`src/design/ssd_pkg.sv`:
```
// ----------------------------------------------------------------------------
// Sample standard deviation package
// Item types, sequencer states and control structs shared by the block.
// ----------------------------------------------------------------------------
package ssd_pkg;

    localparam int RMS_W    = 24;   // result width, 8 fraction bits
    localparam int ROOT_W   = 24;   // bits of the integer square root
    localparam int SCALED_W = 48;   // variance scaled by 2^16
    localparam int FRAC_W   = 16;   // scale applied before the root

    typedef struct packed {
        logic signed [15:0] sample;
        logic               last_sample;
    } t_in_item;

    typedef struct packed {
        logic [RMS_W-1:0] rms_noise;
        logic             overflowed;
    } t_out_item;

    typedef enum logic [2:0] {
        ST_IDLE,
        ST_DEN,
        ST_MSQ,
        ST_MAG,
        ST_SUB,
        ST_DIV,
        ST_ROOT,
        ST_HOLD
    } t_calc_state;

    typedef struct packed {
        logic start;
        logic overflow;
        logic take;
    } t_calc_ctl;

    typedef struct packed {
        logic busy;
        logic done;
    } t_calc_sts;

endpackage

```
`src/design/ssd_calc.sv`:
```
// ----------------------------------------------------------------------------
// Deviation calculator
// Sequencer around one shared add/subtract unit: shift-add products, restoring
// division and a digit-by-digit square root, then holds the result.
// ----------------------------------------------------------------------------
module ssd_calc #(
    parameter int CW = 11
) (
    input  logic                    i_clk,
    input  logic                    i_rst_n,
    input  ssd_pkg::t_calc_ctl      i_ctl,
    input  logic [CW-1:0]           i_count,
    input  logic signed [CW+15:0]   i_sum,
    input  logic [CW+29:0]          i_sq_sum,
    output ssd_pkg::t_calc_sts      o_sts,
    output ssd_pkg::t_out_item      o_result
);

    localparam int SW   = CW + 16;
    localparam int MGW  = CW + 15;
    localparam int QW   = CW + 30;
    localparam int NW   = 2 * CW + 30;
    localparam int DW   = 2 * CW;
    localparam int DVW  = NW + ssd_pkg::FRAC_W;
    localparam int AW   = NW + 1;
    localparam int CNTW = $clog2(DVW);
    localparam int RW   = ssd_pkg::ROOT_W;
    localparam int QTW  = ssd_pkg::SCALED_W;

    ssd_pkg::t_calc_state r_state, n_state;

    logic [CNTW-1:0] r_cnt;
    logic [NW-1:0]   r_acc;
    logic [NW-1:0]   r_mcand;
    logic [MGW-1:0]  r_mplier;
    logic [DW-1:0]   r_den;
    logic [NW-1:0]   r_num;
    logic [DVW-1:0]  r_dvd;
    logic [DW-1:0]   r_rem;
    logic [QTW-1:0]  r_quo;
    logic [RW:0]     r_srem;
    logic [RW-1:0]   r_root;
    logic [CW-1:0]   r_count;
    logic [MGW-1:0]  r_mag;
    logic [QW-1:0]   r_sq;
    logic            r_ovf;

    logic [SW-1:0]   sum_abs;
    logic [NW-1:0]   alu_a;
    logic [NW-1:0]   alu_b;
    logic            alu_sub;
    logic [AW-1:0]   alu_res;
    logic            alu_ge;
    logic [NW-1:0]   acc_step;
    logic [DW:0]     div_a;
    logic [RW+2:0]   root_a;
    logic [RW+1:0]   root_b;
    logic            last_step;

    assign sum_abs = i_sum[SW-1] ? (~i_sum + 1'b1) : i_sum;

    assign div_a  = {r_rem, r_dvd[DVW-1]};
    assign root_a = {r_srem, r_quo[QTW-1 -: 2]};
    assign root_b = {r_root, 2'b01};

    // shared unit: add, or subtract with the borrow as the compare result
    assign alu_res  = {1'b0, alu_a} + ({1'b0, alu_b} ^ {AW{alu_sub}}) + AW'(alu_sub);
    assign alu_ge   = !alu_res[NW];
    assign acc_step = r_mplier[0] ? alu_res[NW-1:0] : r_acc;
    assign last_step = (r_cnt == '0);

    always_comb begin
        n_state = r_state;
        case (r_state)
            ssd_pkg::ST_IDLE: begin
                if (i_ctl.start) begin
                    n_state = (i_count < CW'(2)) ? ssd_pkg::ST_HOLD : ssd_pkg::ST_DEN;
                end
            end
            ssd_pkg::ST_DEN:  if (last_step) n_state = ssd_pkg::ST_MSQ;
            ssd_pkg::ST_MSQ:  if (last_step) n_state = ssd_pkg::ST_MAG;
            ssd_pkg::ST_MAG:  if (last_step) n_state = ssd_pkg::ST_SUB;
            ssd_pkg::ST_SUB:  n_state = ssd_pkg::ST_DIV;
            ssd_pkg::ST_DIV:  if (last_step) n_state = ssd_pkg::ST_ROOT;
            ssd_pkg::ST_ROOT: if (last_step) n_state = ssd_pkg::ST_HOLD;
            ssd_pkg::ST_HOLD: if (i_ctl.take) n_state = ssd_pkg::ST_IDLE;
            default:          n_state = ssd_pkg::ST_IDLE;
        endcase
    end

    always_comb begin
        alu_a   = '0;
        alu_b   = '0;
        alu_sub = 1'b0;
        case (r_state)
            ssd_pkg::ST_DEN, ssd_pkg::ST_MSQ, ssd_pkg::ST_MAG: begin
                alu_a = r_acc;
                alu_b = r_mcand;
            end
            ssd_pkg::ST_SUB: begin
                alu_a   = r_num;
                alu_b   = r_acc;
                alu_sub = 1'b1;
            end
            ssd_pkg::ST_DIV: begin
                alu_a   = NW'(div_a);
                alu_b   = NW'(r_den);
                alu_sub = 1'b1;
            end
            ssd_pkg::ST_ROOT: begin
                alu_a   = NW'(root_a);
                alu_b   = NW'(root_b);
                alu_sub = 1'b1;
            end
            default: begin
                alu_sub = 1'b0;
            end
        endcase
    end

    always_ff @(posedge i_clk) begin
        if (!i_rst_n) begin
            r_state <= ssd_pkg::ST_IDLE;
        end else begin
            r_state <= n_state;
        end
    end

    always_ff @(posedge i_clk) begin
        case (r_state)
            ssd_pkg::ST_IDLE: begin
                if (i_ctl.start) begin
                    r_count  <= i_count;
                    r_mag    <= sum_abs[MGW-1:0];
                    r_sq     <= i_sq_sum;
                    r_ovf    <= i_ctl.overflow;
                    r_root   <= '0;
                    // n * (n - 1) first
                    r_acc    <= '0;
                    r_mcand  <= NW'(i_count);
                    r_mplier <= MGW'(i_count - CW'(1));
                    r_cnt    <= CNTW'(CW - 1);
                end
            end
            ssd_pkg::ST_DEN: begin
                if (last_step) begin
                    r_den    <= acc_step[DW-1:0];
                    r_acc    <= '0;
                    r_mcand  <= NW'(r_sq);
                    r_mplier <= MGW'(r_count);
                    r_cnt    <= CNTW'(CW - 1);
                end else begin
                    r_acc    <= acc_step;
                    r_mcand  <= r_mcand << 1;
                    r_mplier <= r_mplier >> 1;
                    r_cnt    <= r_cnt - 1'b1;
                end
            end
            ssd_pkg::ST_MSQ: begin
                if (last_step) begin
                    r_num    <= acc_step;
                    r_acc    <= '0;
                    r_mcand  <= NW'(r_mag);
                    r_mplier <= r_mag;
                    r_cnt    <= CNTW'(MGW - 1);
                end else begin
                    r_acc    <= acc_step;
                    r_mcand  <= r_mcand << 1;
                    r_mplier <= r_mplier >> 1;
                    r_cnt    <= r_cnt - 1'b1;
                end
            end
            ssd_pkg::ST_MAG: begin
                r_acc    <= acc_step;
                r_mcand  <= r_mcand << 1;
                r_mplier <= r_mplier >> 1;
                r_cnt    <= r_cnt - 1'b1;
            end
            ssd_pkg::ST_SUB: begin
                r_dvd <= {alu_res[NW-1:0], ssd_pkg::FRAC_W'(0)};
                r_rem <= '0;
                r_cnt <= CNTW'(DVW - 1);
            end
            ssd_pkg::ST_DIV: begin
                r_rem <= alu_ge ? alu_res[DW-1:0] : div_a[DW-1:0];
                r_dvd <= r_dvd << 1;
                r_quo <= {r_quo[QTW-2:0], alu_ge};
                if (last_step) begin
                    r_srem <= '0;
                    r_root <= '0;
                    r_cnt  <= CNTW'(RW - 1);
                end else begin
                    r_cnt  <= r_cnt - 1'b1;
                end
            end
            ssd_pkg::ST_ROOT: begin
                r_srem <= alu_ge ? alu_res[RW:0] : root_a[RW:0];
                r_quo  <= r_quo << 2;
                r_root <= {r_root[RW-2:0], alu_ge};
                r_cnt  <= r_cnt - 1'b1;
            end
            default: begin
                r_cnt <= r_cnt;
            end
        endcase
    end

    assign o_sts.busy = (r_state != ssd_pkg::ST_IDLE);
    assign o_sts.done = (r_state == ssd_pkg::ST_HOLD);

    assign o_result.rms_noise  = r_root;
    assign o_result.overflowed = r_ovf;

endmodule

```
`src/design/sample_std_deviation_top.sv`:
```
// ----------------------------------------------------------------------------
// Sample standard deviation
// Accumulates a block of signed samples and returns floor(256 * standard
// deviation) with an overflow flag on the last sample of the block.
// ----------------------------------------------------------------------------
//  channel | ports                               | payload
//  --------+-------------------------------------+----------------------------
//  input   | i_in_valid / o_in_ready             | i_in_item  (sample, last)
//  output  | o_out_valid / i_out_ready           | o_out_item (rms, overflow)
//
//  A sample that does not end the block is taken back to back.
//  The last sample starts the calculator, which forms the shift-add products,
//  the restoring division and the root through one add/subtract unit and
//  then holds the result.
//  A block of fewer than two samples skips straight to the result.
//  o_in_ready stays low until the result has moved to the output register;
//  a stalled output holds that result and the next block may then load.
//  Synchronous active-low reset clears the sums, the count and the output valid flag.
// ----------------------------------------------------------------------------
module sample_std_deviation_top #(
    parameter int MAX_SAMPLES = 1024
) (
    input  logic                i_clk,
    input  logic                i_rst_n,
    input  logic                i_in_valid,
    output logic                o_in_ready,
    input  ssd_pkg::t_in_item   i_in_item,
    output logic                o_out_valid,
    input  logic                i_out_ready,
    output ssd_pkg::t_out_item  o_out_item
);

    localparam int CW = $clog2(MAX_SAMPLES + 1);
    localparam int SW = CW + 16;
    localparam int QW = CW + 30;

    logic [CW-1:0]        r_count;
    logic signed [SW-1:0] r_sum;
    logic [QW-1:0]        r_sq;
    logic                 r_ovf;
    logic                 r_out_valid;
    ssd_pkg::t_out_item   r_out_item;

    logic                 in_acc;
    logic                 room;
    logic signed [31:0]   sample_sq;
    logic [CW-1:0]        tot_count;
    logic signed [SW-1:0] tot_sum;
    logic [QW-1:0]        tot_sq;
    logic                 tot_ovf;

    ssd_pkg::t_calc_ctl   calc_ctl;
    ssd_pkg::t_calc_sts   calc_sts;
    ssd_pkg::t_out_item   calc_result;

    assign o_in_ready = !calc_sts.busy;
    assign in_acc     = i_in_valid && o_in_ready;

    // drop samples once the block is full
    assign room      = (r_count < CW'(MAX_SAMPLES));
    assign sample_sq = i_in_item.sample * i_in_item.sample;
    assign tot_count = room ? r_count + 1'b1 : r_count;
    assign tot_sum   = room ? r_sum + SW'(i_in_item.sample) : r_sum;
    assign tot_sq    = room ? r_sq + QW'(sample_sq[30:0]) : r_sq;
    assign tot_ovf   = r_ovf | !room;

    always_ff @(posedge i_clk) begin
        if (!i_rst_n) begin
            r_count <= '0;
            r_sum   <= '0;
            r_sq    <= '0;
            r_ovf   <= 1'b0;
        end else if (in_acc) begin
            if (i_in_item.last_sample) begin
                r_count <= '0;
                r_sum   <= '0;
                r_sq    <= '0;
                r_ovf   <= 1'b0;
            end else begin
                r_count <= tot_count;
                r_sum   <= tot_sum;
                r_sq    <= tot_sq;
                r_ovf   <= tot_ovf;
            end
        end
    end

    assign calc_ctl.start    = in_acc && i_in_item.last_sample;
    assign calc_ctl.overflow = tot_ovf;
    assign calc_ctl.take     = !r_out_valid || i_out_ready;

    ssd_calc #(
        .CW (CW)
    ) u_calc (
        .i_clk    (i_clk),
        .i_rst_n  (i_rst_n),
        .i_ctl    (calc_ctl),
        .i_count  (tot_count),
        .i_sum    (tot_sum),
        .i_sq_sum (tot_sq),
        .o_sts    (calc_sts),
        .o_result (calc_result)
    );

    always_ff @(posedge i_clk) begin
        if (!i_rst_n) begin
            r_out_valid <= 1'b0;
        end else if (calc_sts.done && calc_ctl.take) begin
            r_out_valid <= 1'b1;
        end else if (i_out_ready) begin
            r_out_valid <= 1'b0;
        end
    end

    always_ff @(posedge i_clk) begin
        if (calc_sts.done && calc_ctl.take) begin
            r_out_item <= calc_result;
        end
    end

    assign o_out_valid = r_out_valid;
    assign o_out_item  = r_out_item;

endmodule

```
`config.mk`:
```
export PLATFORM = sky130hd
export DESIGN_NAME = sample_std_deviation_top
export DESIGN_NICKNAME = d
export VERILOG_FILES = /design/src/design/ssd_pkg.sv /design/src/design/ssd_calc.sv /design/src/design/sample_std_deviation_top.sv
export SDC_FILE = /design/constraint.sdc
export NUM_CORES = 2
export LEC_CHECK = 0
export ABC_AREA = 0
export BUFFER_PORTS_ARGS = -buffer_cell sky130_fd_sc_hd__buf_2
export CAP_MARGIN = 10
export CORE_MARGIN = 2
export CORE_UTILIZATION = 59
export CTS_CLUSTER_DIAMETER = 150
export CTS_CLUSTER_SIZE = 40
export DETAILED_ROUTE_END_ITERATION = 7
export GPL_TIMING_DRIVEN = 0
export PLACE_DENSITY = 0.77
export SYNTH_ARGS = -nofsm -noshare
export SYNTH_HDL_FRONTEND = slang
export SYNTH_SLANG_ARGS = --single-unit
```
`constraint.sdc`:
```
create_clock -name i_clk -period 8.5 [get_ports i_clk]
set_input_delay 1.275 -clock i_clk [delete_from_list [all_inputs] [get_ports i_clk]]
set_output_delay 1.275 -clock i_clk [all_outputs]
set_load 0.01 [all_outputs]
```
==> metrics.yaml <==
grt:
  globalRouteTotalUtil_pct: 32.5
  grt_overflow: 0
  grt_pass1_vias: 31800
  grt_pass1_wl_um: 180000
  grt_antenna_before_repair: 0
  grt_max_degree: 42
critical_path:
  slowest_stage: "fa_1"
  critPathMaxStageDelay_ps: 550
  crit_type: "in2reg"
  arrival_ps: 8910
  cp_data_required_time_ps: 8990
  crit_top_cell: "fa_1"
  cp-end-kind: "flip-flop"
  r2r-end: "u_calc.r_srem[23]"
  critPathLaunch: "i_in_item[3]"
  rr_startpoint: "u_calc.r_state[2]"
  endpoint: "r_sq[36]"
  worst_setup_path_start_kind: "input port"
  r2r_cells: 17
  r2r_setup_slack_ps: 670
  worstPathMaxFanout: 8
logic_synthesis:
  ys_types: 93
  ys.flop_type: "edfxtp_1"
  syn_nets: 4722
  syn_area_mm2: 0.0413
  syn_avg_cell_area_um2: 9.68
  async_flop_share_pct: 0
  yosysWarnings: 0
  synth_cells: 4266
  synth_edf_count: 486
  ys_ff_latch: 570
  synth.yosys.seq_area_share_pct: 39.4
sta:
  max_freq_ghz: 0.119
  fin_tns_setup_ps: 0
  post-route-period-util_pct: 99.1
  worst_slew_pin_slew_ps: 1170
  drv_slew: 0
  maxSlewHeadroom_pct: 21.2
  fin_skew_ps: 61.8
  hold_viol: 0
  period_needed_ps: 8420
  final-setup-viol-count: 0
cells_and_area:
  diodes: 0
  final_cell_mix: "663 x nand2_1, 486 x edfxtp_1, 392 x inv_1"
  layout.cells.most_common: "nand2_1"
  areaGrowthSynthToFinish_pct: 8.86
  fin_nets: 4848
  n_fill_cell: 5637
  multi_input_area_mm2: 0.0232
  layout-drive-gt1-share_pct: 8.88
  seq_area_mm2: 0.0163
detailed_routing:
  dr.pass1.iters: 8
  vias: 32900
  drt_iter0_drc: 3949
  avgViaCountPerCell: 6.16
  wl_met2_um: 57300
  m1WireLength_um: 45300
  highest_layer: "met4"
  routed_wirelength_um: 120000
  drc_errors: 0
  wl_met3_um: 10200
  wl_per_cell_um: 22.4
  postRouteAntennaNets: 0
clocking:
  cts-htree-levels: 1
  cts-hold-fix-buffers: 0
  cts_tree: "done"
  cts_sinks: 570
  cts_buffer_depth: 3
  cts_root_buf: "clkbuf_16"
  clock_latency_ps: 610
  path_clk_slew_ps: 90
  cts_inserted_buffers: 18
placement:
  portBuffers: 46
  hpwl_um: 90600
  gp_congestion: 1.04
outcome:
  status: "finished, final reports clean"
floorplan:
  dieArea_mm2: 0.0721
  die_w_um: 269
  pin_count: 48
  start_util_pct: 59.3
  std_cell_rows: 97
  die_h_um: 269
  coreArea_mm2: 0.0697
min_path:
  hp-class: "reg2reg"
  hp-start: "r_sq[38]"
job:
  maxCapViolCount: 0
flip-flops by register name, summed over array words and instances, names as in the netlist:
signal           count
o_out_item          25
o_out_valid          1
r_count             11
r_ovf                1
r_sq                41
r_sum               27
u_calc.r_acc        52
u_calc.r_cnt         7
u_calc.r_count      11
u_calc.r_den        22
u_calc.r_dvd        52
u_calc.r_mag        26
u_calc.r_mcand      52
u_calc.r_mplier     26
u_calc.r_num        52
u_calc.r_ovf         1
u_calc.r_quo        48
u_calc.r_rem        22
u_calc.r_root       24
u_calc.r_sq         41
u_calc.r_srem       25
u_calc.r_state       3
per-stage QoR:
step	setup slack, ps	cells	hold WS (ps)	instance area, µm²	util, %
after floorplan	9.38	4266	400	41400	-
after global placement	-2410	5252	445	42800	61.5
after detailed placement	-2480	5266	471	43200	62.0
after CTS	2.28	5305	493	44200	63.4
after global routing	-114	5344	523	45000	64.5
final	79.7	5344	488	45000	64.5
Yosys cell counts, drive strengths merged, types with 23 or more instances:
cell,instances,area (µm²)
a211oi,49,380
a21o,89,668
a21oi,253,1270
a221o,36,360
a22oi,55,413
and2,115,719
and3,40,250
buf,35,166
clkbuf,194,728
dfxtp,84,1680
edfxtp,486,14600
fa,228,4560
ha,207,2590
inv,411,1540
mux2,78,878
mux2i,28,280
nand2,676,2540
nand3,75,380
nor2,222,833
nor2b,68,425
nor3,46,235
o21ai,217,1090
o21bai,23,173
o22ai,37,231
xnor2,136,1200
xor2,59,517
cells by family after synthesis:
| logic type | share of synthesized area [%] |
|---|---|
| and+or+nand+nor | 14.8 |
| muxes | 2.81 |
| buffers and inverters | 5.91 |
| adders and majority gates | 17.3 |
| xor gates and xnor gates | 4.15 |
| DFF | 39.4 |
| AOI/OAI and AO/OA | 15.6 |
worst min path at each step:
| stage | cells past startpoint | slack [ps] | to |
|---|---|---|---|
| final | 2 | 490 | r_sq[38] |
| after detailed placement | 2 | 470 | r_ovf |
| after CTS | 2 | 490 | r_sq[38] |
| after global routing | 2 | 520 | r_ovf |
| after global placement | 2 | 440 | r_ovf |
| after floorplan | 0 | 400 | o_out_item[0] |
layer usage:
metal	vias to the layer above	track usage [%]
met5	-	0
met4	0	16.2
met3	354	4.31
met2	1641	55.1
met1	15800	41.0
li1	15100	-
layout make-up:
cell class                      instances  share of cell area (%)
Sequential cell                       570                    36.2
Inverter                              412                    3.50
Clock buffer                           31                    1.16
Clock inverter                          1                  0.0668
Multi-Input combinational cell       3055                    51.6
Tap cell                              940                    2.62
Timing Repair Buffer                  113                    2.52
Buffer                                222                    2.33
worst max-delay path: cells and delay by family:
kind                     cells  cell delay [ps]
buffers and inverters        7              770
XOR/XNOR                     1              460
adder cells (fa/ha/maj)      8             3760
AND/OR/NAND/NOR              4              800
AO/OA/AOI/OAI               11             1830
what timing repair did:
item                                    in CTS  in global routing
setup buffers                               11                 38
pin swaps                                   18                 83
gates cloned                                 0                  4
endpoints found under the setup margin      46                 32
resized for setup                           87                134
Power is left out: the tool's default activity adds up to more than one toggle a clock period on the data nets, which glitch-free logic cannot reach.
